--- src/aabb_pkg.sv ---
`timescale 1ns / 1ps
// ----------------------------------------------------------------------------
// aabb_pkg
// shared types and constants of the all-pairs box contact engine
// ----------------------------------------------------------------------------
package aabb_pkg;

  localparam int MaxSlots = 32;
  localparam int FracBits = 4;
  localparam int SlotW    = 5;
  localparam int CntW     = 6;
  localparam int EdgeW    = 22;
  localparam int RangeW   = 16;
  localparam int CfgW     = 16;

  localparam logic [0:0] OP_LOAD = 1'b0;
  localparam logic [0:0] OP_RUN  = 1'b1;

  localparam logic CFG_ACTIVE_COUNT  = 1'b0;
  localparam logic CFG_CONTACT_RANGE = 1'b1;

  localparam logic [RangeW-1:0] RangeReset = RangeW'(10 << FracBits);

  typedef logic signed [EdgeW-1:0] edge_t;

  // the edges of one box: left, right, top and bottom
  typedef struct packed {
    edge_t lft;
    edge_t rgt;
    edge_t top;
    edge_t bot;
  } box_t;

  // controller to datapath
  typedef struct packed {
    logic             clear;
    logic             load_a;
    logic             pair;
    logic [SlotW-1:0] i_idx;
    logic [SlotW-1:0] j_idx;
    logic             emit;
    logic [SlotW-1:0] e_idx;
    logic             e_last;
  } dp_cmd_t;

  // datapath to controller
  typedef struct packed {
    logic out_busy;
  } dp_sts_t;

endpackage

--- src/aabb_ctrl.sv ---
`timescale 1ns / 1ps
// ----------------------------------------------------------------------------
// aabb_ctrl
// run sequencer: walks all pairs i<j, then emits one result per slot
// ----------------------------------------------------------------------------
module aabb_ctrl (
  input  logic                     clk,
  input  logic                     rst_n,
  input  logic                     run_start,
  input  logic [aabb_pkg::CntW-1:0] n_in,
  input  aabb_pkg::dp_sts_t        sts,
  output aabb_pkg::dp_cmd_t        cmd,
  output logic                     idle
);

  typedef enum logic [2:0] {S_IDLE, S_CLEAR, S_LOADA, S_PAIR, S_DRAIN, S_EMIT} state_t;

  state_t                      state_r;
  logic [aabb_pkg::CntW-1:0]   n_r;
  logic [aabb_pkg::CntW-1:0]   i_r;
  logic [aabb_pkg::CntW-1:0]   j_r;
  logic [1:0]                  drain_r;

  assign idle = (state_r == S_IDLE);

  // command decode
  always_comb begin
    cmd        = '0;
    cmd.i_idx  = i_r[aabb_pkg::SlotW-1:0];
    cmd.j_idx  = j_r[aabb_pkg::SlotW-1:0];
    cmd.e_idx  = i_r[aabb_pkg::SlotW-1:0];
    cmd.e_last = (i_r + 1'b1 == n_r);
    unique case (state_r)
      S_CLEAR: cmd.clear  = 1'b1;
      S_LOADA: cmd.load_a = 1'b1;
      S_PAIR:  cmd.pair   = 1'b1;
      S_EMIT:  cmd.emit   = !sts.out_busy;
      default: ;
    endcase
  end

  // sequencer
  always_ff @(posedge clk) begin
    if (!rst_n) begin
      state_r <= S_IDLE;
      n_r     <= '0;
      i_r     <= '0;
      j_r     <= '0;
      drain_r <= '0;
    end else begin
      unique case (state_r)
        S_IDLE: begin
          if (run_start) begin
            n_r     <= (n_in > aabb_pkg::CntW'(aabb_pkg::MaxSlots)) ?
                       aabb_pkg::CntW'(aabb_pkg::MaxSlots) : n_in;
            i_r     <= '0;
            state_r <= (n_in == '0) ? S_IDLE : S_CLEAR;
          end
        end
        S_CLEAR: begin
          if (n_r == aabb_pkg::CntW'(1)) begin
            state_r <= S_DRAIN;
            drain_r <= '0;
          end else begin
            state_r <= S_LOADA;
          end
        end
        S_LOADA: begin
          j_r     <= i_r + 1'b1;
          state_r <= S_PAIR;
        end
        S_PAIR: begin
          if (j_r + 1'b1 == n_r) begin
            if (i_r + 2'd2 == n_r) begin
              state_r <= S_DRAIN;
              drain_r <= '0;
            end else begin
              i_r     <= i_r + 1'b1;
              state_r <= S_LOADA;
            end
          end else begin
            j_r <= j_r + 1'b1;
          end
        end
        S_DRAIN: begin
          // let the pair pipeline settle
          drain_r <= drain_r + 1'b1;
          if (drain_r == 2'd3) begin
            i_r     <= '0;
            state_r <= S_EMIT;
          end
        end
        S_EMIT: begin
          if (!sts.out_busy) begin
            if (i_r + 1'b1 == n_r) state_r <= S_IDLE;
            i_r <= i_r + 1'b1;
          end
        end
        default: state_r <= S_IDLE;
      endcase
    end
  end

  ap_emit_ok: assert property (@(posedge clk) disable iff (!rst_n)
    cmd.emit |-> (state_r == S_EMIT) && (i_r < n_r))
    else $error("emit outside result phase");
  ap_pair_order: assert property (@(posedge clk) disable iff (!rst_n)
    cmd.pair |-> (i_r < j_r) && (j_r < n_r))
    else $error("bad pair indices");
  ap_start_idle: assert property (@(posedge clk) disable iff (!rst_n)
    (state_r != S_IDLE) |=> !(state_r == S_IDLE && $past(state_r) == S_CLEAR))
    else $error("run left from clear");

endmodule

--- config.mk ---
export PLATFORM = sky130hd
export DESIGN_NAME = aabb_ctrl
export DESIGN_NICKNAME = d
export VERILOG_FILES = /design/src/aabb_pkg.sv /design/src/aabb_ctrl.sv
export SDC_FILE = /design/constraint.sdc
export NUM_CORES = 1
export LEC_CHECK = 0
export BUFFER_PORTS_ARGS = -buffer_cell sky130_fd_sc_hd__buf_2
export CORE_UTILIZATION = 55
export DETAILED_ROUTE_END_ITERATION = 6
export PLACE_DENSITY = 0.78
export SKIP_CTS_REPAIR_TIMING = 1
export SYNTH_ARGS = -nofsm -noshare
export SYNTH_HDL_FRONTEND = slang
export SYNTH_SLANG_ARGS = --single-unit
--- constraint.sdc ---
create_clock -name clk -period 2.3 [get_ports clk]
set_input_delay 0.46 -clock clk [delete_from_list [all_inputs] [get_ports clk]]
set_output_delay 0.46 -clock clk [all_outputs]
set_load 0.01 [all_outputs]
==> summary.txt <==
Placement
  • Dpl hpwl: 3504 µm
  • GPL Wtd Cong: 0.9171
  • Port bufs: 30
  • DP Area: 2098 µm²

Routing
  • Vias: 1,872
  • DRT antenna net count: 0
  • Starting DRT DRC Count: 92
  • Detailed-route DRC error count: 0
  • Drt total wl: 4707 µm
  • Vias per cell: 5.814
  • Drt first pass iters: 4
  • Routed WL per cell: 14.62 µm

Clock network
  • Total CTS buffers: 3
  • Clock Pin Slew Worst Setup and Hold Paths: 0.13 ns
  • Clk root buf: clkbuf_4
  • H-tree level count: 1
  • TritonCTS clock tree: yes
  • Clock Path Buffers: 2
  • Worst skew pair latency: 0.32 ns
  • Total clock sinks: 23

Critical path
  • Reg2reg end: drain_r[1]
  • Reg2Reg Setup Slack: 0.16 ns
  • Crit path max fanout: 7
  • Max incr delay on CP: 0.39 ns
  • CP Launch Type: flop
  • Crit path max-delay cell type: dfxtp_4
  • Cell Chain, Critical Path: ha_1, buf_4, and3_1, o221ai_1, a21oi_2, buf_2
  • Data required, critical path: 1.84 ns
  • WS Path Type: reg2out
  • Critical R2R Launch: j_r[0]
  • Reg2Reg Depth: 6
  • Crit path DAT: 1.72 ns
  • Crit path capture type: output pin

Yosys
  • Main synth FF type: dfxtp_1
  • Syn Inst Count: 265
  • Top cell type's share of synthesized area: 22.99%
  • EDFF count, synth: 0
  • Ranking of synthesized cells by area: dfxtp_1, xnor2_1, buf_4
  • Synth async-reset ratio: 0%
  • Register bit total from synthesis: 23
  • Seq/Total Area, Yosys: 22.99%
  • Yosys cell types: 57
  • Mapped Avg Cell Area: 7.559 µm²
  • Area leader, netlist: dfxtp_1
  • Syn nets: 279
  • Mapped cell area: 2003 µm²
  • Warnings, synthesis: 0

STA
  • Unrepaired setup endpoints after global routing: no
  • Maximum achievable frequency: 0.4579 GHz
  • Crit path time final: 2.184 ns
  • Slew headroom: 64.98%
  • Endpoints failing hold: 0
  • Least-Margin Pin Slew: 0.5254 ns
  • Clk_skew: 0.009247 ns
  • Setup-failing EPs final: 0
  • Final worst-path cycle share: 94.95%
  • Final Hold Slack: 0.4120 ns
  • Max-slew violations: 0

Cells and area
  • Synth-to-layout area growth: 8.245%
  • Ant. Diodes: 0
  • Share of cells above drive strength 1: 24.28%
  • Fin nets: 291
  • Final core occ: 63.48%
  • Finished Cell Area: 2168 µm²

Outcome
  • Outcome: finished clean

Floorplan
  • Core Area: 3416 µm²
  • # IOs: 31
  • Initial Util: 58.64%
  • Die area: 3888 µm²
  • Die X: 62.35 µm
  • FP Rows: 21
  • Die Y: 62.35 µm

Power and ir drop
  • Pwr Density: 468.7 nW/µm²
  • Maximum vdd drop: 0.0003866 V
  • LEAKAGE: 0.9017 nW

Global routing
  • Initial antenna violation count: 0
  • Total grt overflow: 0
  • Pin count of the biggest net entering global routing: 32
  • Vias in the first global route: 1,692
  • First-pass GRT wire length: 8045 µm
  • Total GRT Usage: 25.86%

Worst hold path
  • Hold_sp: n_in[1]
  • Min-Delay Path Depth: 3
  • HP Class: in2reg
  • Worst Hold Path EP: n_r[1]

Run
  • Max cap viols: 0
==> critical path, delay by kind of cell (launching register included) <==
family	cells	cell delay, ns
flip-flops	1	0.39
AO/OA/AOI/OAI	2	0.35
buffers and inverters	2	0.30
adder cells (fa/ha/maj)	1	0.19
AND/OR/NAND/NOR	1	0.18
==> state kept, by name, summed over array words and instances, names as in the netlist <==
signal	count
drain_r	2
i_r	6
j_r	6
n_r	6
state_r	3
==> through the flow <==
step           TNS [ns]  setup slack, ns  total power [mW]  instances
3_5_place_dp          0           0.1975            0.8221        316
2_1_floorplan         0           0.1229            0.7427        265
5_1_grt               0         0.005980             1.082        322
4_1_cts         -0.1208          -0.1208             1.014        320
6_report              0           0.1160             1.016        322
3_3_place_gp          0           0.2850            0.8172        316
==> Yosys cell counts, drive strengths merged, types with 2 or more instances <==
| master | instances |
|---|---|
| a211o | 3 |
| a211oi | 4 |
| a21boi | 8 |
| a21o | 2 |
| a21oi | 9 |
| a311oi | 2 |
| a31o | 3 |
| a31oi | 4 |
| and3 | 3 |
| buf | 22 |
| clkbuf | 17 |
| dfxtp | 23 |
| ha | 4 |
| inv | 7 |
| mux2i | 4 |
| nand2 | 35 |
| nand2b | 8 |
| nand3 | 10 |
| nand3b | 9 |
| nand4 | 4 |
| nand4b | 2 |
| nor2 | 17 |
| nor2b | 2 |
| nor3 | 3 |
| nor3b | 3 |
| nor4 | 3 |
| nor4b | 2 |
| o211a | 2 |
| o21a | 2 |
| o21ai | 7 |
| o311ai | 2 |
| o31ai | 2 |
| o32ai | 2 |
| or3b | 2 |
| or4b | 2 |
| xnor2 | 15 |
| xor2 | 5 |
==> worst max path at each step <==
stage / startpoint / to / slack, ns / depth (start not counted)
detailed placement: j_r[0] / drain_r[1] / 0.20 / 6
finish: i_r[1] / cmd[0] / 0.12 / 6
floorplan: i_r[1] / cmd[0] / 0.12 / 4
global placement: i_r[1] / cmd[0] / 0.29 / 4
global route: i_r[1] / cmd[0] / 0.006 / 6
CTS: i_r[1] / cmd[0] / -0.12 / 4
==> cell families after synthesis <==
logic type	share of synthesized area [%]
AND/OR/NAND/NOR	29.73
AO/OA/AOI/OAI	21.86
buffers and inverters	12.18
flip-flops	22.99
XOR/XNOR	8.745
multiplexers	1.999
adder cells (fa/ha/maj)	2.499
==> per-layer routing <==
metal / share of wire (%) / wire, µm / global-route usage (%)
met5: 0 / 0 / 0
met4: 1.2 / 55 / 6.977
met3: 5.6 / 263 / 4.779
met2: 46 / 2145 / 42.58
met1: 48 / 2243 / 34.50
==> layout by cell type (no fill, tap or decap), drive strengths merged, types with 3 or more instances in the layout <==
| cell | Yosys | layout |
|---|---|---|
| a211o | 3 | 3 |
| a211oi | 4 | 4 |
| a21boi | 8 | 8 |
| a21oi | 9 | 9 |
| a31o | 3 | 3 |
| a31oi | 4 | 4 |
| and3 | 3 | 3 |
| buf | 22 | 46 |
| clkbuf | 17 | 3 |
| dfxtp | 23 | 23 |
| ha | 4 | 4 |
| inv | 7 | 7 |
| mux2i | 4 | 4 |
| nand2 | 35 | 35 |
| nand2b | 8 | 8 |
| nand3 | 10 | 10 |
| nand3b | 9 | 9 |
| nand4 | 4 | 4 |
| nor2 | 17 | 17 |
| nor3 | 3 | 3 |
| nor3b | 3 | 3 |
| nor4 | 3 | 3 |
| o21ai | 7 | 7 |
| xnor2 | 15 | 15 |
| xor2 | 5 | 5 |
==> area by class of cell <==
type / instances / area, µm²
Multi-Input combinational cell: 196 / 1316
Fill cell: 312 / 1247
Sequential cell: 23 / 470.5
Timing Repair Buffer: 46 / 270.3
Tap cell: 46 / 57.56
Inverter: 7 / 26.28
Clock buffer: 3 / 22.52
Clock inverter: 1 / 5.005
==> power breakdown <==
part / switching [mW] / internal (mW) / leakage [nW] / total (mW)
combinational: 0.201 / 0.158 / 0.694 / 0.359
clock: 0.128 / 0.0651 / 0.0177 / 0.193
sequential: 0.0445 / 0.420 / 0.190 / 0.464
Power figures use the tool's default switching activity.
